### src/rtl/h2r_pkg.sv
// shared types and constants for the hsv to rgb converter
package h2r_pkg;

  // hue scale: 1/64 degree units
  localparam logic [15:0] HUE_TURN   = 16'd23040;  // 360 degrees
  localparam logic [14:0] HUE_SECTOR = 15'd3840;   // 60 degrees

  // full-scale fraction and the common denominator 255 * 3840
  localparam logic [7:0]  UNIT_FRAC = 8'd255;
  localparam logic [19:0] DEN_QT    = 20'd979200;

  // ceil(2^32 / 3825); exact floor division for numerators below 2^20
  localparam logic [20:0] RECIP_3825 = 21'd1122868;
  localparam int unsigned RECIP_SHIFT = 32;

  localparam int unsigned QUEUE_DEPTH_DEF = 2;

  // 60-degree hue sectors
  typedef enum logic [2:0] {
    SECT_RED_YEL = 3'd0,
    SECT_YEL_GRN = 3'd1,
    SECT_GRN_CYN = 3'd2,
    SECT_CYN_BLU = 3'd3,
    SECT_BLU_MAG = 3'd4,
    SECT_MAG_RED = 3'd5
  } sector_t;

  // classified item handed from front to back
  typedef struct packed {
    sector_t     sector;
    logic [11:0] rem;
    logic [7:0]  sat;
    logic [7:0]  val;
    logic [7:0]  alpha;
  } item_t;

endpackage

### src/rtl/h2r_front.sv
// front end: takes a beat, wraps the hue and splits it into sector and remainder
module h2r_front (
  input  logic           clk,
  input  logic           rst,
  input  logic           start,
  output logic           busy,
  input  logic [15:0]    hue,
  input  logic [7:0]     saturation,
  input  logic [7:0]     brightness,
  input  logic [7:0]     alpha_in,
  input  logic           q_full,
  output logic           q_push,
  output h2r_pkg::item_t q_item
);
  import h2r_pkg::*;

  logic        f_valid;
  logic        f_valid_next;
  item_t       f_item;
  logic        accept;
  logic [14:0] hue_w;
  sector_t     sector;
  logic [14:0] base;
  logic [14:0] rem_w;

  assign busy   = f_valid && q_full;
  assign accept = start && !busy;
  assign q_push = f_valid && !q_full;
  assign q_item = f_item;

  // full turn and beyond counts as zero
  assign hue_w = (hue >= HUE_TURN) ? 15'd0 : hue[14:0];

  always_comb begin
    if (hue_w >= 15'(HUE_SECTOR * 5)) begin
      sector = SECT_MAG_RED;
      base   = 15'(HUE_SECTOR * 5);
    end else if (hue_w >= 15'(HUE_SECTOR * 4)) begin
      sector = SECT_BLU_MAG;
      base   = 15'(HUE_SECTOR * 4);
    end else if (hue_w >= 15'(HUE_SECTOR * 3)) begin
      sector = SECT_CYN_BLU;
      base   = 15'(HUE_SECTOR * 3);
    end else if (hue_w >= 15'(HUE_SECTOR * 2)) begin
      sector = SECT_GRN_CYN;
      base   = 15'(HUE_SECTOR * 2);
    end else if (hue_w >= HUE_SECTOR) begin
      sector = SECT_YEL_GRN;
      base   = HUE_SECTOR;
    end else begin
      sector = SECT_RED_YEL;
      base   = 15'd0;
    end
  end

  assign rem_w = hue_w - base;

  always_comb begin
    f_valid_next = f_valid;
    if (accept) begin
      f_valid_next = 1'b1;
    end else if (q_push) begin
      f_valid_next = 1'b0;
    end
  end

  always_ff @(posedge clk) begin
    if (rst) begin
      f_valid <= 1'b0;
    end else begin
      f_valid <= f_valid_next;
    end
  end

  always_ff @(posedge clk) begin
    if (accept) begin
      f_item.sector <= sector;
      f_item.rem    <= rem_w[11:0];
      f_item.sat    <= saturation;
      f_item.val    <= brightness;
      f_item.alpha  <= alpha_in;
    end
  end

endmodule

### src/rtl/h2r_queue.sv
// short fifo of classified items between front and back
module h2r_queue #(
  parameter int unsigned DEPTH = h2r_pkg::QUEUE_DEPTH_DEF
) (
  input  logic           clk,
  input  logic           rst,
  input  logic           push,
  input  h2r_pkg::item_t push_item,
  output logic           full,
  input  logic           pop,
  output h2r_pkg::item_t pop_item,
  output logic           empty
);
  import h2r_pkg::*;

  localparam int unsigned PTR_W = $clog2(DEPTH);
  localparam int unsigned CNT_W = $clog2(DEPTH + 1);

  item_t             slots [DEPTH];
  logic [PTR_W-1:0]  wr_ptr;
  logic [PTR_W-1:0]  rd_ptr;
  logic [CNT_W-1:0]  count;

  assign full     = (count == CNT_W'(DEPTH));
  assign empty    = (count == '0);
  assign pop_item = slots[rd_ptr];

  always_ff @(posedge clk) begin
    if (rst) begin
      wr_ptr <= '0;
      rd_ptr <= '0;
      count  <= '0;
    end else begin
      if (push) begin
        wr_ptr <= (wr_ptr == PTR_W'(DEPTH - 1)) ? '0 : wr_ptr + 1'b1;
      end
      if (pop) begin
        rd_ptr <= (rd_ptr == PTR_W'(DEPTH - 1)) ? '0 : rd_ptr + 1'b1;
      end
      if (push && !pop) begin
        count <= count + 1'b1;
      end else if (pop && !push) begin
        count <= count - 1'b1;
      end
    end
  end

  always_ff @(posedge clk) begin
    if (push) begin
      slots[wr_ptr] <= push_item;
    end
  end

  a_count_bound: assert property (@(posedge clk) disable iff (rst)
    count <= CNT_W'(DEPTH))
    else $error("queue count above depth");

  a_no_overflow: assert property (@(posedge clk) disable iff (rst)
    !(push && full && !pop))
    else $error("push into full queue");

  a_no_underflow: assert property (@(posedge clk) disable iff (rst)
    pop |-> !empty)
    else $error("pop from empty queue");

endmodule

### src/rtl/h2r_back.sv
// back end: computes p, q and t and routes them to red, green and blue
module h2r_back (
  input  logic           clk,
  input  logic           rst,
  input  logic           q_empty,
  output logic           q_pop,
  input  h2r_pkg::item_t q_item,
  output logic           done,
  output logic [7:0]     red,
  output logic [7:0]     green,
  output logic [7:0]     blue,
  output logic [7:0]     alpha_out
);
  import h2r_pkg::*;

  // stage 1: s * rem and s * 3840
  logic        v1;
  sector_t     s1_sector;
  logic [19:0] s1_prod;
  logic [19:0] s1_sfull;
  logic [7:0]  s1_sat;
  logic [7:0]  s1_val;
  logic [7:0]  s1_alpha;

  // stage 2: v times the numerators
  logic        v2;
  sector_t     s2_sector;
  logic [27:0] s2_mq;
  logic [27:0] s2_mt;
  logic [15:0] s2_mp;
  logic [7:0]  s2_val;
  logic [7:0]  s2_alpha;

  // stage 3: divided channels
  logic        v3;
  sector_t     s3_sector;
  logic [7:0]  s3_p;
  logic [7:0]  s3_q;
  logic [7:0]  s3_t;
  logic [7:0]  s3_val;
  logic [7:0]  s3_alpha;

  logic [19:0] num_q;
  logic [19:0] num_t;
  logic [7:0]  num_p;
  logic [16:0] p_sum;
  logic [40:0] q_prod;
  logic [40:0] t_prod;
  logic [7:0]  r_sel;
  logic [7:0]  g_sel;
  logic [7:0]  b_sel;

  assign q_pop = !q_empty;

  assign num_q = DEN_QT - s1_prod;
  assign num_t = DEN_QT - s1_sfull + s1_prod;
  assign num_p = UNIT_FRAC - s1_sat;

  // x / 255 for x below 2^16
  assign p_sum = 17'(s2_mp) + 17'(s2_mp[15:8]) + 17'd1;
  // (x >> 8) / 3825 by reciprocal
  assign q_prod = 41'(s2_mq[27:8]) * 41'(RECIP_3825);
  assign t_prod = 41'(s2_mt[27:8]) * 41'(RECIP_3825);

  always_comb begin
    case (s3_sector)
      SECT_RED_YEL: begin r_sel = s3_val; g_sel = s3_t;   b_sel = s3_p;   end
      SECT_YEL_GRN: begin r_sel = s3_q;   g_sel = s3_val; b_sel = s3_p;   end
      SECT_GRN_CYN: begin r_sel = s3_p;   g_sel = s3_val; b_sel = s3_t;   end
      SECT_CYN_BLU: begin r_sel = s3_p;   g_sel = s3_q;   b_sel = s3_val; end
      SECT_BLU_MAG: begin r_sel = s3_t;   g_sel = s3_p;   b_sel = s3_val; end
      default: begin r_sel = s3_val; g_sel = s3_p; b_sel = s3_q; end
    endcase
  end

  always_ff @(posedge clk) begin
    if (rst) begin
      v1   <= 1'b0;
      v2   <= 1'b0;
      v3   <= 1'b0;
      done <= 1'b0;
    end else begin
      v1   <= q_pop;
      v2   <= v1;
      v3   <= v2;
      done <= v3;
    end
  end

  always_ff @(posedge clk) begin
    s1_sector <= q_item.sector;
    s1_prod   <= 20'(q_item.sat) * 20'(q_item.rem);
    s1_sfull  <= 20'(q_item.sat) * 20'(HUE_SECTOR);
    s1_sat    <= q_item.sat;
    s1_val    <= q_item.val;
    s1_alpha  <= q_item.alpha;

    s2_sector <= s1_sector;
    s2_mq     <= 28'(s1_val) * 28'(num_q);
    s2_mt     <= 28'(s1_val) * 28'(num_t);
    s2_mp     <= 16'(s1_val) * 16'(num_p);
    s2_val    <= s1_val;
    s2_alpha  <= s1_alpha;

    s3_sector <= s2_sector;
    s3_p      <= p_sum[15:8];
    s3_q      <= q_prod[RECIP_SHIFT+7:RECIP_SHIFT];
    s3_t      <= t_prod[RECIP_SHIFT+7:RECIP_SHIFT];
    s3_val    <= s2_val;
    s3_alpha  <= s2_alpha;

    red       <= r_sel;
    green     <= g_sel;
    blue      <= b_sel;
    alpha_out <= s3_alpha;
  end

endmodule

### src/rtl/hsv_to_rgb_convert.sv
// top level of the hsv to rgb converter
// A beat is taken at each rising edge where start is high and busy is low;
// the block takes one beat every clock and each beat gives exactly one
// result, in order. The result appears on red, green, blue and alpha_out
// with done high for one cycle. The accept edge loads the front register;
// the beat then passes a slot in the queue, three arithmetic stages and the
// output register. The receiver cannot hold results off, so the back end
// never stalls and the queue drains every cycle; busy only rises if the
// queue fills, which a free-running back end prevents. Hue is wrapped to
// zero at 360 degrees and split into a 60-degree sector and remainder in
// the front; the back forms p = v(1-s), q = v(1-s*f) and t = v(1-s(1-f))
// with truncation and routes them by sector. Alpha passes through. No
// configuration and no state beyond the pipeline.
module hsv_to_rgb_convert #(
  parameter int unsigned QUEUE_DEPTH = h2r_pkg::QUEUE_DEPTH_DEF
) (
  input  logic       clk,
  input  logic       rst,
  input  logic       start,
  output logic       busy,
  input  logic [15:0] hue,
  input  logic [7:0] saturation,
  input  logic [7:0] brightness,
  input  logic [7:0] alpha_in,
  output logic       done,
  output logic [7:0] red,
  output logic [7:0] green,
  output logic [7:0] blue,
  output logic [7:0] alpha_out
);
  import h2r_pkg::*;

  // front to queue
  logic  q_push;
  logic  q_full;
  item_t q_in;

  // queue to back
  logic  q_pop;
  logic  q_empty;
  item_t q_out;

  // classify: hue wrap, sector and remainder
  h2r_front u_front (
    .clk        (clk),
    .rst        (rst),
    .start      (start),
    .busy       (busy),
    .hue        (hue),
    .saturation (saturation),
    .brightness (brightness),
    .alpha_in   (alpha_in),
    .q_full     (q_full),
    .q_push     (q_push),
    .q_item     (q_in)
  );

  // decouples the front from the arithmetic pipeline
  h2r_queue #(
    .DEPTH (QUEUE_DEPTH)
  ) u_queue (
    .clk       (clk),
    .rst       (rst),
    .push      (q_push),
    .push_item (q_in),
    .full      (q_full),
    .pop       (q_pop),
    .pop_item  (q_out),
    .empty     (q_empty)
  );

  // arithmetic and channel routing
  h2r_back u_back (
    .clk       (clk),
    .rst       (rst),
    .q_empty   (q_empty),
    .q_pop     (q_pop),
    .q_item    (q_out),
    .done      (done),
    .red       (red),
    .green     (green),
    .blue      (blue),
    .alpha_out (alpha_out)
  );

  // every accepted beat comes out with a done pulse
  a_latency: assert property (@(posedge clk) disable iff (rst)
    (start && !busy) |-> ##6 done)
    else $error("result missing after accepted beat");

  // alpha rides along with its own pixel
  a_alpha: assert property (@(posedge clk) disable iff (rst)
    (start && !busy) |-> ##6 (alpha_out == $past(alpha_in, 6)))
    else $error("alpha does not match its pixel");

  // zero saturation gives gray at the input value
  a_gray: assert property (@(posedge clk) disable iff (rst)
    (start && !busy && saturation == 8'd0) |->
      ##6 (red == $past(brightness, 6) && green == red && blue == red))
    else $error("gray pixel not at brightness");

endmodule

### config.mk
export PLATFORM = sky130hd
export DESIGN_NAME = hsv_to_rgb_convert
export DESIGN_NICKNAME = d
export VERILOG_FILES = /design/src/rtl/h2r_pkg.sv /design/src/rtl/h2r_front.sv /design/src/rtl/h2r_queue.sv /design/src/rtl/h2r_back.sv /design/src/rtl/hsv_to_rgb_convert.sv
export SDC_FILE = /design/constraint.sdc
export NUM_CORES = 2
export LEC_CHECK = 0
export BUFFER_PORTS_ARGS = -buffer_cell sky130_fd_sc_hd__buf_4
export CAP_MARGIN = 20
export CORE_MARGIN = 4
export CORE_UTILIZATION = 55
export DETAILED_ROUTE_END_ITERATION = 8
export HOLD_SLACK_MARGIN = 0.08
export MAX_ROUTING_LAYER = met4
export PLACE_DENSITY = 0.71
export SETUP_SLACK_MARGIN = 0.02
export SYNTH_ARGS = -nofsm -noshare
export SYNTH_HDL_FRONTEND = slang
export SYNTH_SLANG_ARGS = --single-unit
### constraint.sdc
create_clock -name clk -period 15.34 [get_ports clk]
set_input_delay 0.767 -clock clk [delete_from_list [all_inputs] [get_ports clk]]
set_output_delay 0.767 -clock clk [all_outputs]
set_load 0.05 [all_outputs]
==> run_results.csv <==
group,metric,value,unit
outcome,outcome,"finished clean",
timing,layout_setup_ws,7.98,ns
detailed_routing,postRouteAntennaNets,0,
critical_path,r2r_setup_slack,7.98,ns
timing,fmax,136,MHz
cts,clk_path_buf_depth,3,
worst_hold_path,min_from,"u_back.s2_alpha[7]$_DFF_P_",
global_route,grt_antenna_before_repair,0,
floorplan,die_h,262,um
detailed_routing,via_per_inst,5.22,
logic_synthesis,syn_avg_cell_area,10.1,um2
detailed_routing,via_count,23300,
global_route,grt_pass1_wl,119,mm
detailed_routing,drt-total-wl,69.5,mm
detailed_routing,dr.first_iter.drc_count,1079,
detailed_routing,highest_layer,"met4",
logic_synthesis,synth_cells,3519,
critical_path,reg2reg_depth,26,
critical_path,path_max_fanout,17,
logic_synthesis,synth_warnings,0,
timing,setup_tns,0,ns
timing,finClkSkew,0.0316,ns
cts,cts_root_buf,"clkbuf_16",
final_layout,drive_gt1_frac,0.0637,
floorplan,core-area,63400,um2
cts,cts_made_buffers,38,
logic_synthesis,synth_ff_type,"dfxtp_1",
detailed_routing,wl_met3,3.28,mm
critical_path,regToRegStartpoint,"u_back.s1_sat[0]$_DFF_P_",
placed_design,dp_slack,8.06,ns
timing,finalCritPeriodShare,0.480,
timing,rsz0062_at_grt,"no",
critical_path,crit_buf_inv,3,
logic_synthesis,netlist.area_leader.share,0.260,
placed_design,io_buffers,76,
timing,layout_min_cycle_time,7.36,ns
cts,cts_max_level,2,
critical_path,endpoint_kind,"flop",
timing,setup_viol,0,
logic_synthesis,syn-cell-area,35400,um2
cts,worst_skew_pair.late_latency,0.58,ns
detailed_routing,dr.pass1.iters,5,
critical_path,path_class,"flop to flop",
cts,clkTransAtPathRegs,0.06,ns
global_route,grt_pass1_vias,24500,
critical_path,crit_arrival,7.85,ns
logic_synthesis,yosys.area.top_type,"fa_1",
logic_synthesis,ys_seq_area_frac,0.222,
logic_synthesis,synth_area_leaders,"fa_1, ha_1, dfxtp_1",
cts,postCtsSetupBuffers,0,
critical_path,crit_path_start,"u_back.s1_sat[0]$_DFF_P_",
logic_synthesis,synth_cell_types,63,
final_layout,area.growth.synth_to_final,8.13,%
detailed_routing,wire_per_inst,15.6,um
placed_design,place_inst,4388,
detailed_routing,drcViolationCount,0,
final_layout,final_util,0.604,
timing,slew_headroom,0.307,
critical_path,cp_data_required_time,15.83,ns
floorplan,boundaryPins,77,
timing,worst_pin_slew,1.04,ns
critical_path,cpMostUsedCell,"fa_1",
critical_path,rr_endpoint,"u_back.s2_mt[27]$_DFF_P_",
final_layout,fin_cells,4458,
critical_path,cpLargestDelayFamily,"adder cells",
placed_design,place.gp.congestion,0.870,
cts,post_cts_resized,0,
global_route,grt_usage,0.219,
logic_synthesis,synth_edf_count,117,
cts,cts_tree,"done",
floorplan,die_x,262,um
logic_synthesis,syn_nets,4574,
logic_synthesis,synthArstFlopShare,0,
floorplan,fp-row-count,92,
worst_hold_path,hold_depth,0,
critical_path,crit_path_max_incr_delay,0.57,ns
run,cap_violations,0,
global_route,grt_max_degree,53,
floorplan,die-area,68500,um2
cts,cts_hold_buf,0,
worst_hold_path,worstHoldPathType,"flop to flop",
detailed_routing,drt-met1-wl,31.1,mm
worst_hold_path,hold_end,"u_back.s3_alpha[7]$_DFF_P_",
logic_synthesis,synth.most_common_cell,"inv_1",
global_route,grt-ovfl-total,0,
critical_path,start_kind,"flop",
floorplan,initial_utilization,0.559,
timing,report.final.slew_viol_count,0,
critical_path,critPathSlowestCell,"dfxtp_1",
final_layout,layout.nets,4638,
logic_synthesis,yosys-top-cells-count,"inv_1, ha_1, fa_1, dfxtp_1, nand2_1",
cts,clkSinkCount,335,
placed_design,dp_hpwl,55.4,mm
detailed_routing,wl_met2,33.6,mm
timing,hold_violations,0,
logic_synthesis,ys_seq_elements,335,
-- layer usage --
layer,vias up,track usage
met5,-,-
met4,0,0.0526
met3,103,0.0336
met2,419,0.370
met1,11400,0.281
li1,11300,-
-- layout by cell type, fill, tap and decap left out, types with 6 or more instances in the layout --
| cell | n |
|---|---|
| nor3_1 | 27 |
| nor2b_1 | 88 |
| a211oi_1 | 21 |
| a31oi_1 | 12 |
| xor2_1 | 35 |
| o21bai_1 | 13 |
| nand2_1 | 199 |
| fa_1 | 460 |
| nand3_1 | 32 |
| and2_1 | 193 |
| mux2_2 | 51 |
| buf_4 | 97 |
| inv_1 | 760 |
| dfxtp_1 | 216 |
| and3_1 | 7 |
| o21a_1 | 18 |
| mux2i_1 | 37 |
| nand4_1 | 36 |
| nand2b_1 | 45 |
| a21o_1 | 29 |
| xnor2_1 | 100 |
| nor4_1 | 6 |
| o22ai_1 | 11 |
| ha_1 | 552 |
| a21oi_1 | 97 |
| clkinv_2 | 7 |
| clkbuf_16 | 38 |
| edfxtp_1 | 117 |
| or4_1 | 9 |
| a21boi_0 | 9 |
| o211ai_1 | 8 |
| nor2_1 | 134 |
| or3_1 | 6 |
| nor4b_1 | 8 |
| o21ai_0 | 47 |
-- state kept, by name (all words and copies together) (netlist names), 8 cells and up, named ones only --
name              count
u_back.s1_sfull      11
u_back.s1_val         8
u_back.s2_mq         20
u_back.s3_val         8
u_back.blue           8
u_front.q_item       39
u_back.s3_q           8
u_back.s2_val         8
u_queue.slots        78
u_back.s3_p           8
u_back.s3_t           8
u_back.s3_alpha       8
u_back.s1_sat         8
u_back.s2_mt         20
u_back.s1_prod       20
u_back.green          8
u_back.s2_mp         16
u_back.s2_alpha       8
u_back.alpha_out      8
u_back.s1_alpha       8
u_back.red            8
-- how the worst max path moves through the flow --
stage               depth (start not counted)                  endpoint  slack [ns]
detailed placement                         26  u_back.s2_mt[27]$_DFF_P_        8.06
CTS                                        26  u_back.s2_mt[27]$_DFF_P_        7.99
floorplan                                  28  u_back.s2_mt[27]$_DFF_P_        8.66
global route                               26  u_back.s2_mt[27]$_DFF_P_        7.58
finish                                     26  u_back.s2_mt[27]$_DFF_P_        7.98
global placement                           26  u_back.s2_mt[27]$_DFF_P_        8.21
-- cell families after synthesis --
group	after synthesis	synth area share
buffers and inverters	838	0.0890
XOR/XNOR	136	0.0336
AO/OA/AOI/OAI	302	0.0550
adder cells (fa/ha/maj)	1012	0.455
flip-flops	335	0.222
multiplexers	88	0.0267
AND/OR/NAND/NOR	808	0.119
-- area by class of cell --
type / count / area [um2]
diodes: 1 / 2.50
flip-flops and latches: 335 / 7880
fillers: 5352 / 25100
repair buffers: 98 / 748
inverters: 764 / 2870
clock inverters: 21 / 307
well taps: 846 / 1060
multi-input cells: 2346 / 24400
clock buffers: 47 / 1020
-- stage by stage --
step	area (um2)	hold WS (ns)
after floorplan	35400	0.310
after global placement	37000	0.310
after detailed placement	37000	0.312
after CTS	38300	0.318
after global routing	38300	0.327
final	38300	0.326
Power is not shown: default switching activity piles up to over one toggle a cycle in this logic, so the estimate is an artifact.
